[src/rtl/core/lfse_pkg.sv]
// Shared constants and types for the LED frame SPI encoder.
package lfse_pkg;

  localparam int unsigned LED_COUNT    = 39;
  localparam int unsigned BITS_PER_LED = 24;
  localparam int unsigned LED_IDX_W    = $clog2(LED_COUNT);
  localparam int unsigned BIT_IDX_W    = $clog2(BITS_PER_LED);
  localparam int unsigned QUEUE_DEPTH  = 2;

  // Logical to physical remap: two spans of ten LEDs trade places.
  localparam logic [7:0] SWAP_LOW_START  = 8'd9;
  localparam logic [7:0] SWAP_LOW_END    = 8'd18;
  localparam logic [7:0] SWAP_HIGH_START = 8'd29;
  localparam logic [7:0] SWAP_HIGH_END   = 8'd38;
  localparam logic [7:0] SWAP_OFFSET     = 8'd20;

  localparam logic [7:0] ONE_PATTERN_RST  = 8'hfc;
  localparam logic [7:0] ZERO_PATTERN_RST = 8'h80;

  // Configuration register indexes.
  localparam logic [7:0] REG_ONE_PATTERN  = 8'd0;
  localparam logic [7:0] REG_ZERO_PATTERN = 8'd1;

  // Host function codes.
  localparam logic [1:0] FUNC_SET_ALL = 2'd0;
  localparam logic [1:0] FUNC_SET_ONE = 2'd1;
  localparam logic [1:0] FUNC_PULL    = 2'd2;

  typedef enum logic [1:0] {
    CMD_SET_ALL = 2'd0,
    CMD_SET_ONE = 2'd1,
    CMD_PULL    = 2'd2
  } cmd_e;

  typedef struct packed {
    cmd_e                  kind;
    logic [LED_IDX_W-1:0]  phys;
    logic [BITS_PER_LED-1:0] colour;
  } cmd_t;

endpackage

[src/rtl/core/lfse_ram.sv]
// Generic single-write, single-read RAM with registered read data.
module lfse_ram #(
  parameter int unsigned Width = 8,
  parameter int unsigned Depth = 16
) (
  input  logic                     clk_i,
  input  logic                     we_i,
  input  logic [$clog2(Depth)-1:0] waddr_i,
  input  logic [Width-1:0]         wdata_i,
  input  logic                     re_i,
  input  logic [$clog2(Depth)-1:0] raddr_i,
  output logic [Width-1:0]         rdata_o
);

  logic [Width-1:0] mem_q [Depth];
  logic [Width-1:0] rdata_q;

  always_ff @(posedge clk_i) begin
    if (we_i) begin
      mem_q[waddr_i] <= wdata_i;
    end
    if (re_i) begin
      rdata_q <= mem_q[raddr_i];
    end
  end

  assign rdata_o = rdata_q;

endmodule

[src/rtl/core/lfse_front.sv]
// Command front end: accepts host items, remaps/filters them, queues commands.
module lfse_front (
  input  logic                clk_i,
  input  logic                rst_ni,
  input  logic                start_i,
  output logic                busy_o,
  input  logic [1:0]          func_i,
  input  logic [7:0]          led_index_i,
  input  logic [7:0]          red_i,
  input  logic [7:0]          green_i,
  input  logic [7:0]          blue_i,
  output logic                cmd_valid_o,
  output lfse_pkg::cmd_t      cmd_o
);

  localparam int unsigned PtrW = $clog2(lfse_pkg::QUEUE_DEPTH);
  localparam int unsigned CntW = $clog2(lfse_pkg::QUEUE_DEPTH + 1);

  lfse_pkg::cmd_t   entry_q [lfse_pkg::QUEUE_DEPTH];
  logic [PtrW-1:0]  wr_ptr_q, wr_ptr_d;
  logic [PtrW-1:0]  rd_ptr_q, rd_ptr_d;
  logic [CntW-1:0]  count_q, count_d;

  lfse_pkg::cmd_t   cmd_new;
  logic             keep;
  logic             push;
  logic             pop;
  logic [7:0]       phys_wide;

  // Classify: drop unused func codes and unmapped indexes.
  always_comb begin
    phys_wide      = led_index_i;
    if (led_index_i inside {[lfse_pkg::SWAP_LOW_START:lfse_pkg::SWAP_LOW_END]}) begin
      phys_wide = led_index_i + lfse_pkg::SWAP_OFFSET;
    end else if (led_index_i inside
                 {[lfse_pkg::SWAP_HIGH_START:lfse_pkg::SWAP_HIGH_END]}) begin
      phys_wide = led_index_i - lfse_pkg::SWAP_OFFSET;
    end
    cmd_new.phys   = phys_wide[lfse_pkg::LED_IDX_W-1:0];
    cmd_new.colour = {green_i, red_i, blue_i};
    cmd_new.kind   = lfse_pkg::CMD_PULL;
    keep           = 1'b0;
    case (func_i)
      lfse_pkg::FUNC_SET_ALL: begin
        cmd_new.kind = lfse_pkg::CMD_SET_ALL;
        keep         = 1'b1;
      end
      lfse_pkg::FUNC_SET_ONE: begin
        cmd_new.kind = lfse_pkg::CMD_SET_ONE;
        keep         = ({1'b0, led_index_i} < 9'(lfse_pkg::LED_COUNT));
      end
      lfse_pkg::FUNC_PULL: begin
        cmd_new.kind = lfse_pkg::CMD_PULL;
        keep         = 1'b1;
      end
      default: begin
        keep = 1'b0;
      end
    endcase
  end

  assign busy_o      = (count_q == CntW'(lfse_pkg::QUEUE_DEPTH));
  assign push        = start_i && !busy_o && keep;
  assign pop         = (count_q != '0);
  assign cmd_valid_o = pop;
  assign cmd_o       = entry_q[rd_ptr_q];

  always_comb begin
    wr_ptr_d = wr_ptr_q;
    rd_ptr_d = rd_ptr_q;
    count_d  = count_q;
    if (push) begin
      wr_ptr_d = (wr_ptr_q == PtrW'(lfse_pkg::QUEUE_DEPTH - 1)) ? '0 : wr_ptr_q + 1'b1;
    end
    if (pop) begin
      rd_ptr_d = (rd_ptr_q == PtrW'(lfse_pkg::QUEUE_DEPTH - 1)) ? '0 : rd_ptr_q + 1'b1;
    end
    if (push && !pop) begin
      count_d = count_q + 1'b1;
    end else if (!push && pop) begin
      count_d = count_q - 1'b1;
    end
  end

  always_ff @(posedge clk_i or negedge rst_ni) begin
    if (!rst_ni) begin
      wr_ptr_q <= '0;
      rd_ptr_q <= '0;
      count_q  <= '0;
    end else begin
      wr_ptr_q <= wr_ptr_d;
      rd_ptr_q <= rd_ptr_d;
      count_q  <= count_d;
    end
  end

  always_ff @(posedge clk_i) begin
    if (push) begin
      entry_q[wr_ptr_q] <= cmd_new;
    end
  end

`ifndef SYNTH
  a_count_bound: assert property (@(posedge clk_i) disable iff (!rst_ni)
    count_q <= CntW'(lfse_pkg::QUEUE_DEPTH))
    else $error("queue count overflow");
  a_count_push: assert property (@(posedge clk_i) disable iff (!rst_ni)
    (push && !pop) |=> (count_q == $past(count_q) + 1'b1))
    else $error("queue count lost a push");
  a_valid_empty: assert property (@(posedge clk_i) disable iff (!rst_ni)
    (count_q == '0) |-> !cmd_valid_o)
    else $error("command offered from empty queue");
`endif

endmodule

[src/rtl/core/lfse_back.sv]
// Command back end: colour store, frame position and SPI byte encoding.
module lfse_back (
  input  logic                clk_i,
  input  logic                rst_ni,
  input  logic                cmd_valid_i,
  input  lfse_pkg::cmd_t      cmd_i,
  input  logic                cfg_valid_i,
  input  logic [7:0]          cfg_index_i,
  input  logic [7:0]          cfg_data_i,
  output logic                out_strobe_o,
  output logic [7:0]          spi_byte_o,
  output logic                frame_last_o
);

  localparam int unsigned LedW = lfse_pkg::LED_IDX_W;
  localparam int unsigned BitW = lfse_pkg::BIT_IDX_W;
  localparam int unsigned ColW = lfse_pkg::BITS_PER_LED;

  logic [lfse_pkg::LED_COUNT-1:0] valid_q;
  logic [ColW-1:0]  global_q;
  logic [LedW-1:0]  led_q;
  logic [BitW-1:0]  bit_q;
  logic [7:0]       one_pat_q, zero_pat_q;

  // read stage
  logic             s2_valid_q;
  logic             s2_own_q;
  logic [ColW-1:0]  s2_global_q;
  logic [BitW-1:0]  s2_bit_q;
  logic             s2_last_q;

  logic             do_set_all, do_set_one, do_pull;
  logic             last_byte;
  logic [ColW-1:0]  ram_rdata;
  logic [ColW-1:0]  colour;

  always_comb begin
    do_set_all = 1'b0;
    do_set_one = 1'b0;
    do_pull    = 1'b0;
    if (cmd_valid_i) begin
      case (cmd_i.kind)
        lfse_pkg::CMD_SET_ALL: do_set_all = 1'b1;
        lfse_pkg::CMD_SET_ONE: do_set_one = 1'b1;
        lfse_pkg::CMD_PULL:    do_pull    = 1'b1;
        default: begin
          do_pull = 1'b0;
        end
      endcase
    end
  end

  assign last_byte = (led_q == LedW'(lfse_pkg::LED_COUNT - 1)) && (bit_q == '0);

  lfse_ram #(
    .Width (ColW),
    .Depth (lfse_pkg::LED_COUNT)
  ) u_colour_ram (
    .clk_i   (clk_i),
    .we_i    (do_set_one),
    .waddr_i (cmd_i.phys),
    .wdata_i (cmd_i.colour),
    .re_i    (do_pull),
    .raddr_i (led_q),
    .rdata_o (ram_rdata)
  );

  always_ff @(posedge clk_i or negedge rst_ni) begin
    if (!rst_ni) begin
      valid_q    <= '0;
      global_q   <= '0;
      led_q      <= '0;
      bit_q      <= BitW'(ColW - 1);
      one_pat_q  <= lfse_pkg::ONE_PATTERN_RST;
      zero_pat_q <= lfse_pkg::ZERO_PATTERN_RST;
      s2_valid_q <= 1'b0;
    end else begin
      s2_valid_q <= do_pull;
      if (do_set_all) begin
        global_q <= cmd_i.colour;
        valid_q  <= '0;
      end
      if (do_set_one) begin
        valid_q[cmd_i.phys] <= 1'b1;
      end
      if (do_pull) begin
        if (bit_q == '0) begin
          bit_q <= BitW'(ColW - 1);
          led_q <= last_byte ? '0 : led_q + 1'b1;
        end else begin
          bit_q <= bit_q - 1'b1;
        end
      end
      if (cfg_valid_i && cfg_index_i == lfse_pkg::REG_ONE_PATTERN) begin
        one_pat_q <= cfg_data_i;
      end
      if (cfg_valid_i && cfg_index_i == lfse_pkg::REG_ZERO_PATTERN) begin
        zero_pat_q <= cfg_data_i;
      end
    end
  end

  always_ff @(posedge clk_i) begin
    if (do_pull) begin
      s2_own_q    <= valid_q[led_q];
      s2_global_q <= global_q;
      s2_bit_q    <= bit_q;
      s2_last_q   <= last_byte;
    end
  end

  // LED not written since the last set-all shows the set-all colour
  assign colour       = s2_own_q ? ram_rdata : s2_global_q;
  assign out_strobe_o = s2_valid_q;
  assign spi_byte_o   = colour[s2_bit_q] ? one_pat_q : zero_pat_q;
  assign frame_last_o = s2_valid_q && s2_last_q;

`ifndef SYNTH
  a_pos_range: assert property (@(posedge clk_i) disable iff (!rst_ni)
    (led_q < LedW'(lfse_pkg::LED_COUNT)) && (bit_q < BitW'(ColW)))
    else $error("frame position out of range");
  a_wrap: assert property (@(posedge clk_i) disable iff (!rst_ni)
    (do_pull && last_byte) |=> (led_q == '0 && bit_q == BitW'(ColW - 1)))
    else $error("frame did not wrap after last byte");
  a_strobe_follows_pull: assert property (@(posedge clk_i) disable iff (!rst_ni)
    out_strobe_o |-> $past(do_pull))
    else $error("result without pull");
  a_set_all_clears: assert property (@(posedge clk_i) disable iff (!rst_ni)
    do_set_all |=> (valid_q == '0))
    else $error("set-all left stale per-LED colours");
`endif

endmodule

[src/rtl/core/led_frame_spi_encoder.sv]
// Top level of the LED frame SPI encoder.
//
// Usage:
//   Command channel: an item is taken at a clock edge with start high and
//   busy low. func_i picks set-all (colour to every LED), set-one
//   (led_index_i remapped to a physical LED; 39 and above dropped) or pull
//   (emit the next SPI byte of the frame). Unused func code is dropped.
//   Result: a pull yields one byte on spi_byte_o with frame_last_o, shown for
//   exactly one cycle while out_strobe_o is high; the receiver cannot stall.
//   A pull passes the command queue, then the read stage. Throughput: one item
//   per cycle unless busy; the command queue drains one command per cycle
//   into the back end, whose colour RAM has one write and one read port.
//   Set commands give no result; a frame half sent goes on with new colours.
//   Frame: LEDs in physical order, green, red, blue, MSB first, 936 bytes.
//   Config: cfg_valid_i/cfg_ready_o write one_pattern (index 0) or
//   zero_pattern (index 1); other indexes ignored. Write only while idle.
//   Reset: all colours zero, frame position zero, patterns 0xfc / 0x80.
//   No clearing pass; per-LED valid bits stand in for the RAM reset.
module led_frame_spi_encoder (
  input  logic       clk_i,
  input  logic       rst_ni,
  input  logic       start,
  output logic       busy,
  input  logic [1:0] func_i,
  input  logic [7:0] led_index_i,
  input  logic [7:0] red_i,
  input  logic [7:0] green_i,
  input  logic [7:0] blue_i,
  output logic       out_strobe_o,
  output logic [7:0] spi_byte_o,
  output logic       frame_last_o,
  input  logic       cfg_valid_i,
  output logic       cfg_ready_o,
  input  logic [7:0] cfg_index_i,
  input  logic [7:0] cfg_data_i
);

  logic           cmd_valid;
  lfse_pkg::cmd_t cmd;

  // Registers are plain flops, always writable.
  assign cfg_ready_o = 1'b1;

  lfse_front u_front (
    .clk_i       (clk_i),
    .rst_ni      (rst_ni),
    .start_i     (start),
    .busy_o      (busy),
    .func_i      (func_i),
    .led_index_i (led_index_i),
    .red_i       (red_i),
    .green_i     (green_i),
    .blue_i      (blue_i),
    .cmd_valid_o (cmd_valid),
    .cmd_o       (cmd)
  );

  lfse_back u_back (
    .clk_i        (clk_i),
    .rst_ni       (rst_ni),
    .cmd_valid_i  (cmd_valid),
    .cmd_i        (cmd),
    .cfg_valid_i  (cfg_valid_i && cfg_ready_o),
    .cfg_index_i  (cfg_index_i),
    .cfg_data_i   (cfg_data_i),
    .out_strobe_o (out_strobe_o),
    .spi_byte_o   (spi_byte_o),
    .frame_last_o (frame_last_o)
  );

endmodule

[config.mk]
export PLATFORM = sky130hd
export DESIGN_NAME = led_frame_spi_encoder
export DESIGN_NICKNAME = d
export VERILOG_FILES = /design/src/rtl/core/lfse_pkg.sv /design/src/rtl/core/lfse_ram.sv /design/src/rtl/core/lfse_front.sv /design/src/rtl/core/lfse_back.sv /design/src/rtl/core/led_frame_spi_encoder.sv
export SDC_FILE = /design/constraint.sdc
export NUM_CORES = 1
export LEC_CHECK = 0
export BUFFER_PORTS_ARGS = -buffer_cell sky130_fd_sc_hd__buf_2
export CORE_ASPECT_RATIO = 1.75
export CORE_MARGIN = 2
export CORE_UTILIZATION = 50
export DETAILED_ROUTE_END_ITERATION = 10
export GPL_ROUTABILITY_DRIVEN = 0
export PLACE_DENSITY = 0.73
export SYNTH_ARGS = -nofsm -noshare
export SYNTH_HDL_FRONTEND = slang
export SYNTH_HIERARCHICAL = 1
export SYNTH_SLANG_ARGS = --single-unit
[constraint.sdc]
create_clock -name clk_i -period 8.7 [get_ports clk_i]
set_clock_uncertainty 0.2 [all_clocks]
set_input_delay 0.87 -clock clk_i [delete_from_list [all_inputs] [get_ports clk_i]]
set_output_delay 0.87 -clock clk_i [all_outputs]
set_load 0.005 [all_outputs]
======== Word-level counts from Yosys, hierarchy flattened ========
Memories as Yosys holds them, arrays and structs flattened. A register that Yosys moved wholly into a read port is not among the register bits.
Cells that the tools add are included.
word-level totals
  bits in read-only memories .............. 0
  RAM bits ................................ 1,000
  latch bits .............................. 0
  memories kept ........................... 2
  bits in registers ....................... 126
  word-level logic and storage cells ...... 93
operators by class
  equality and inequality tests ........... 7
  divide/modulo/power cells ............... 0
  reduce and logical (&&, ||, !) cells .... 22
  order comparisons ....................... 9
  multiply operators ...................... 0
  muxes and demuxes ....................... 30
  bitwise operators ....................... 1
  $add $sub $neg .......................... 8
  shift operators ......................... 0
memory list
  name                       depth  width  rd ports  clocked after memory_dff  wr ports  line              RTL
  u_back.u_colour_ram.mem_q  39     24     1         1                         1         lfse_ram.sv:15    logic [Width-1:0] mem_q [Depth];
  u_front.entry_q            2      32     1         0                         1         lfse_front.sv:19  lfse_pkg::cmd_t entry_q [lfse_pkg::QUEUE_DEPTH];
operators by type and width
  operator               count
  $mux W39               2
  $or A39 B39 Y39        1
  $mux W24               1
  $mux W6                3
  $mux W1                15
  $lt A6 B7 Y1 const B   2
  $logic_and A1 B1 Y1    11
  $eq A8 B1 Y1 const B   1
  $ge A8 B4 Y1 const B   1
  $ge A8 B5 Y1 const B   1
  $le A8 B5 Y1 const B   1
  $le A8 B6 Y1 const B   1
  $logic_not A8 Y1       1
  $lt A8 B6 Y1 const B   1
  $mux W8                1
  $add A6 B1 Y6 const B  1
  $add A6 B5 Y6 const B  1
  $bmux W1 S6            1
  $demux W1 S6           1
  $eq A2 B2 Y1 const B   3
  $eq A6 B6 Y1 const B   1
  $ge A6 B1 Y1 const B   1
  $lt A5 B6 Y1 const B   1
  $sub A6 B5 Y6 const B  1
  16 further kinds       23

======== Depth between registers and ports, before layout ========
  depth in word-level cells ............... 8
  mapped depth ............................ 9

======== By module ========
Netlist, hierarchy kept.
modules (own cells, without submodules)
  module                 cells each  area each (um2)  instances
  lfse_ram               1,968       37,538.5         1
  lfse_back              357         5,366.4          1
  lfse_front             163         2,835.2          1
  led_frame_spi_encoder  2           11.3             1

======== Worst setup path before layout ========
No wires, ideal clock.
  kind .................................... reg-to-reg
  start ................................... register u_front.rd_ptr_q
  end ..................................... memory u_back/u_colour_ram/mem_q[16][0] in the netlist's numbering (enable)
  arrival ................................. 3.752 ns
  library setup time ...................... 0.435 ns
  data required time ...................... 8.065 ns
  path slack .............................. 4.312 ns
  clock period less this slack ............ 4.388 ns
  buffers on the path ..................... 2
  stages on the path, launching flop included .. 8
  path through ............................ dfrtp_1 -> clkbuf_1 -> clkbuf_1 -> mux2_2 -> and3b_1 -> nor4bb_1 -> nand2b_1 -> nor3_1
RTL lines
  item                      line              RTL
  start: declaration        lfse_front.sv:21  logic [PtrW-1:0] rd_ptr_q, rd_ptr_d;
  start signal: assignment  lfse_front.sv:92  rd_ptr_q <= rd_ptr_d;
  end: declaration          lfse_ram.sv:15

======== Worst setup path in the final report ========
  start ................................... register u_back.s2_own_q
  end ..................................... output spi_byte_o[5]
on the way
  longest elaborated chain between the ends .. 4
RTL lines
  item                           line                         RTL
  start: declaration             lfse_back.sv:27              logic s2_own_q;
  start signal: assignment       lfse_back.sv:105             s2_own_q <= valid_q[led_q];
  $mux W24                       lfse_back.sv:113             assign colour = s2_own_q ? ram_rdata : s2_global_q;
  $bmux W1 S5                    lfse_back.sv:115             assign spi_byte_o = colour[s2_bit_q] ? one_pat_q : zero_pat_q;
  $mux W1 (not written as such)  lfse_back.sv:115
  $mux W8                        lfse_back.sv:115
  end: declaration               led_frame_spi_encoder.sv:30  output logic [7:0] spi_byte_o,
Every way passes these cells. The select of a mux whose other input is x is not followed.

==> results.py <==
metrics = {
    "timing": {
        "worstMarginPinSlew_ps": 1080,
        "fin_tns_setup_ps": 0,
        "min_period_over_period_pct": 52.9,
        "rsz0062_at_grt": "false",
        "worst_slack_ps": 4100,
        "fmaxAchievable_mhz": 217,
        "slew_violations": 0,
        "hold_viol_final": 0,
        "slew_headroom_pct": 27.8,
        "setup_viol": 0,
        "post-route-min-period_ps": 4600,
    },
    "finish": {
        "final_cell_mix": "edfxtp_1, mux2i_1, mux2_2",
        "stdcell_count": 3826,
        "areaGrowthSynthToFinish_pct": 10.1,
        "drive_gt1_share_pct": 19.6,
        "nets": 2627,
        "fillerInstances": 6828,
        "post-route-util_pct": 55.6,
        "layout_commonest_cell": "edfxtp_1",
    },
    "flow_run": {
        "maxCapViolCount": 0,
    },
    "detailed_routing": {
        "vias_per_cell": 6.20,
        "wl_mm": 110,
        "route.detailed.drc": 0,
        "ant_nets": 0,
        "dr.pass1.iters": 7,
        "post_drt_wl_per_cell_um": 28.8,
        "vias": 23700,
        "drt-initial-drc-count": 2563,
    },
    "synth": {
        "synth_area_leader_cell": "edfxtp_1",
        "yosysWarnings": 6,
        "synth-seq-area-share_pct": 74.5,
        "synth.distinct_cells": 63,
        "synthArstFlopShare_pct": 8.26,
        "synth_area_per_cell_um2": 18.4,
        "yosys-top-cells-area": "edfxtp_1, mux2i_1, dfrtp_1",
        "synth.ff_latch_count": 1150,
        "synthesis.nets": 2553,
        "synth_area_um2": 45800,
        "yosys_most_used_dff": "edfxtp_1",
        "synth-edff-count": 1055,
        "syn_inst": 2490,
        "yosys.area.top_type_share_pct": 69.2,
    },
    "power": {
        "vdd_ir_drop_max_uv": 336,
        "leakage_uw": 0.0167,
        "powerDensity_nw_per_um2": 301,
    },
    "critical_path": {
        "cp-start-kind": "flop",
        "path_max_fanout": 9,
        "crit_path_end_kind": "output port",
        "required_ps": 7630,
        "r2r_slack_ps": 4780,
        "startpoint": "u_back/s2_own_q",
        "crit_type": "flop to output port",
        "rr_worst_depth": 6,
        "reg2reg_from": "u_back/led_q[0]",
        "r2r-end": "u_back/u_colour_ram/rdata_o[16]",
        "endpoint": "spi_byte_o[5]",
        "cp.arrival_ps": 3530,
    },
    "clocking": {
        "clockBufferDepth": 3,
        "cts-buffers-inserted": 90,
        "tritoncts": "built",
        "cts-root-buf": "clkbuf_16",
        "clk_pin_slew_ps": 70,
        "insertion_delay_ps": 680,
        "cts_resized": 0,
        "cts_htree_levels": 3,
        "postCtsHoldBufs": 1,
        "cts_sinks": 1150,
        "post_cts_buffers": 0,
    },
    "global_route": {
        "antenna_found_initial": 1,
        "grt_overflow_total": 0,
        "grt_pass1_vias": 24200,
        "grt_pass1_wl_mm": 161,
        "grt_usage_pct": 23.7,
        "grt_max_degree": 135,
    },
    "place": {
        "hpwlAfterDp_mm": 64.7,
        "io_buffers": 64,
        "place_ws_ps": 4770,
        "place_inst": 3655,
    },
    "floorplanning": {
        "fp.dieW_um": 233,
        "die-area_um2": 94000,
        "core-area_um2": 90600,
        "std_cell_rows": 146,
        "start_util_pct": 50.5,
        "die_y_um": 404,
        "ioPinCount": 66,
    },
    "min_path": {
        "hp-class": "input port to flop",
    },
    "outcome": {
        "status": "completed",
    },
}
## through the flow
step / hold slack [ps] / total power (µW) / area (µm²)
6_report: 177 / 15200 / 50400
5_1_grt: 157 / 15600 / 50400
3_5_place_dp: 231 / 11100 / 47400
3_3_place_gp: 226 / 10900 / 47400
2_1_floorplan: 219 / 9800 / 45800
4_1_cts: 144 / 15200 / 50400
## logic make-up (layout without fill, tap and decap cells)
family                   count (synthesis)  after routing  synth area share (%)
AND/OR/NAND/NOR                        214            214                  2.22
buffers and inverters                  156            304                  1.90
flip-flops                            1150           1150                  74.5
multiplexers                           568            568                  14.1
other                                    1              5               0.00820
XOR/XNOR                                12             12                 0.230
AO/OA/AOI/OAI                          380            380                  6.85
adder cells (fa/ha/maj)                  9              9                 0.246
## state kept, by name, summed over array words and instances, names as in the netlist
name / cells
u_back/bit_q: 5
u_back/global_q: 24
u_back/led_q: 6
u_back/one_pat_q: 8
u_back/out_strobe_o: 1
u_back/s2_bit_q: 5
u_back/s2_global_q: 24
u_back/s2_last_q: 1
u_back/s2_own_q: 1
u_back/u_colour_ram/mem_q: 936
u_back/u_colour_ram/rdata_o: 24
u_back/valid_q: 39
u_back/zero_pat_q: 8
u_front/count_q: 2
u_front/entry_q: 64
u_front/rd_ptr_q: 1
u_front/wr_ptr_q: 1
## where the power goes
group	leakage [µW]	internal [µW]	total [µW]	switching (µW)
Sequential	0.0107	6890	7130	241
Clock	0.00143	2280	4160	1880
Combinational	0.00457	1380	3870	2490
Total	0.0167	10500	15200	4610
## metal layers
layer	wire, µm	GRT usage (%)
met1	38800	27.8
met2	56300	40.8
met3	6940	3.37
met4	8160	15.2
met5	0	0
## Yosys cell counts (9+ instances only)
library cell / number
o41ai_2: 24
nand2_1: 80
a21oi_1: 52
ha_1: 9
mux4_2: 42
buf_2: 16
nor2_1: 62
buf_1: 15
a22oi_1: 96
mux2_2: 106
dfrtp_1: 84
buf_6: 13
clkbuf_1: 62
buf_4: 37
edfxtp_1: 1055
dfstp_2: 11
a221oi_2: 22
a22o_1: 77
nor2b_1: 9
o22ai_1: 24
a221oi_1: 27
inv_1: 10
nand2b_1: 10
o21ai_0: 41
mux2i_1: 414
## layout make-up
type / instances / area [µm²] / area share [%]
antenna: 4 / 10.0 / 0.0199
clock buffer: 113 / 2380 / 4.73
inverter: 10 / 37.5 / 0.0745
tap: 1184 / 1480 / 2.94
timing repair buffer: 128 / 856 / 1.70
multi-input combinational: 1184 / 10900 / 21.7
clock inverter: 53 / 582 / 1.16
sequential: 1150 / 34100 / 67.7
## worst min path at each step
stage / start / end / slack, ps / cells past startpoint
floorplan: u_back/global_q[0] / u_back/s2_global_q[0] / 220 / 0
global placement: u_back/global_q[1] / u_back/s2_global_q[1] / 230 / 0
detailed placement: u_back/global_q[13] / u_back/s2_global_q[13] / 230 / 0
CTS: red_i[5] / u_front/entry_q[0][13] / 140 / 1
global route: green_i[4] / u_front/entry_q[1][20] / 160 / 1
finish: blue_i[4] / u_front/entry_q[1][4] / 180 / 1
## worst max-delay path, cell delays in order (launching register included)
cell      delay [ps]
edfxtp_1         630
mux4_1           620
mux4_2           520
a32oi_4          540
mux2_2           400
buf_2            130
Power figures use the tool's default switching activity.
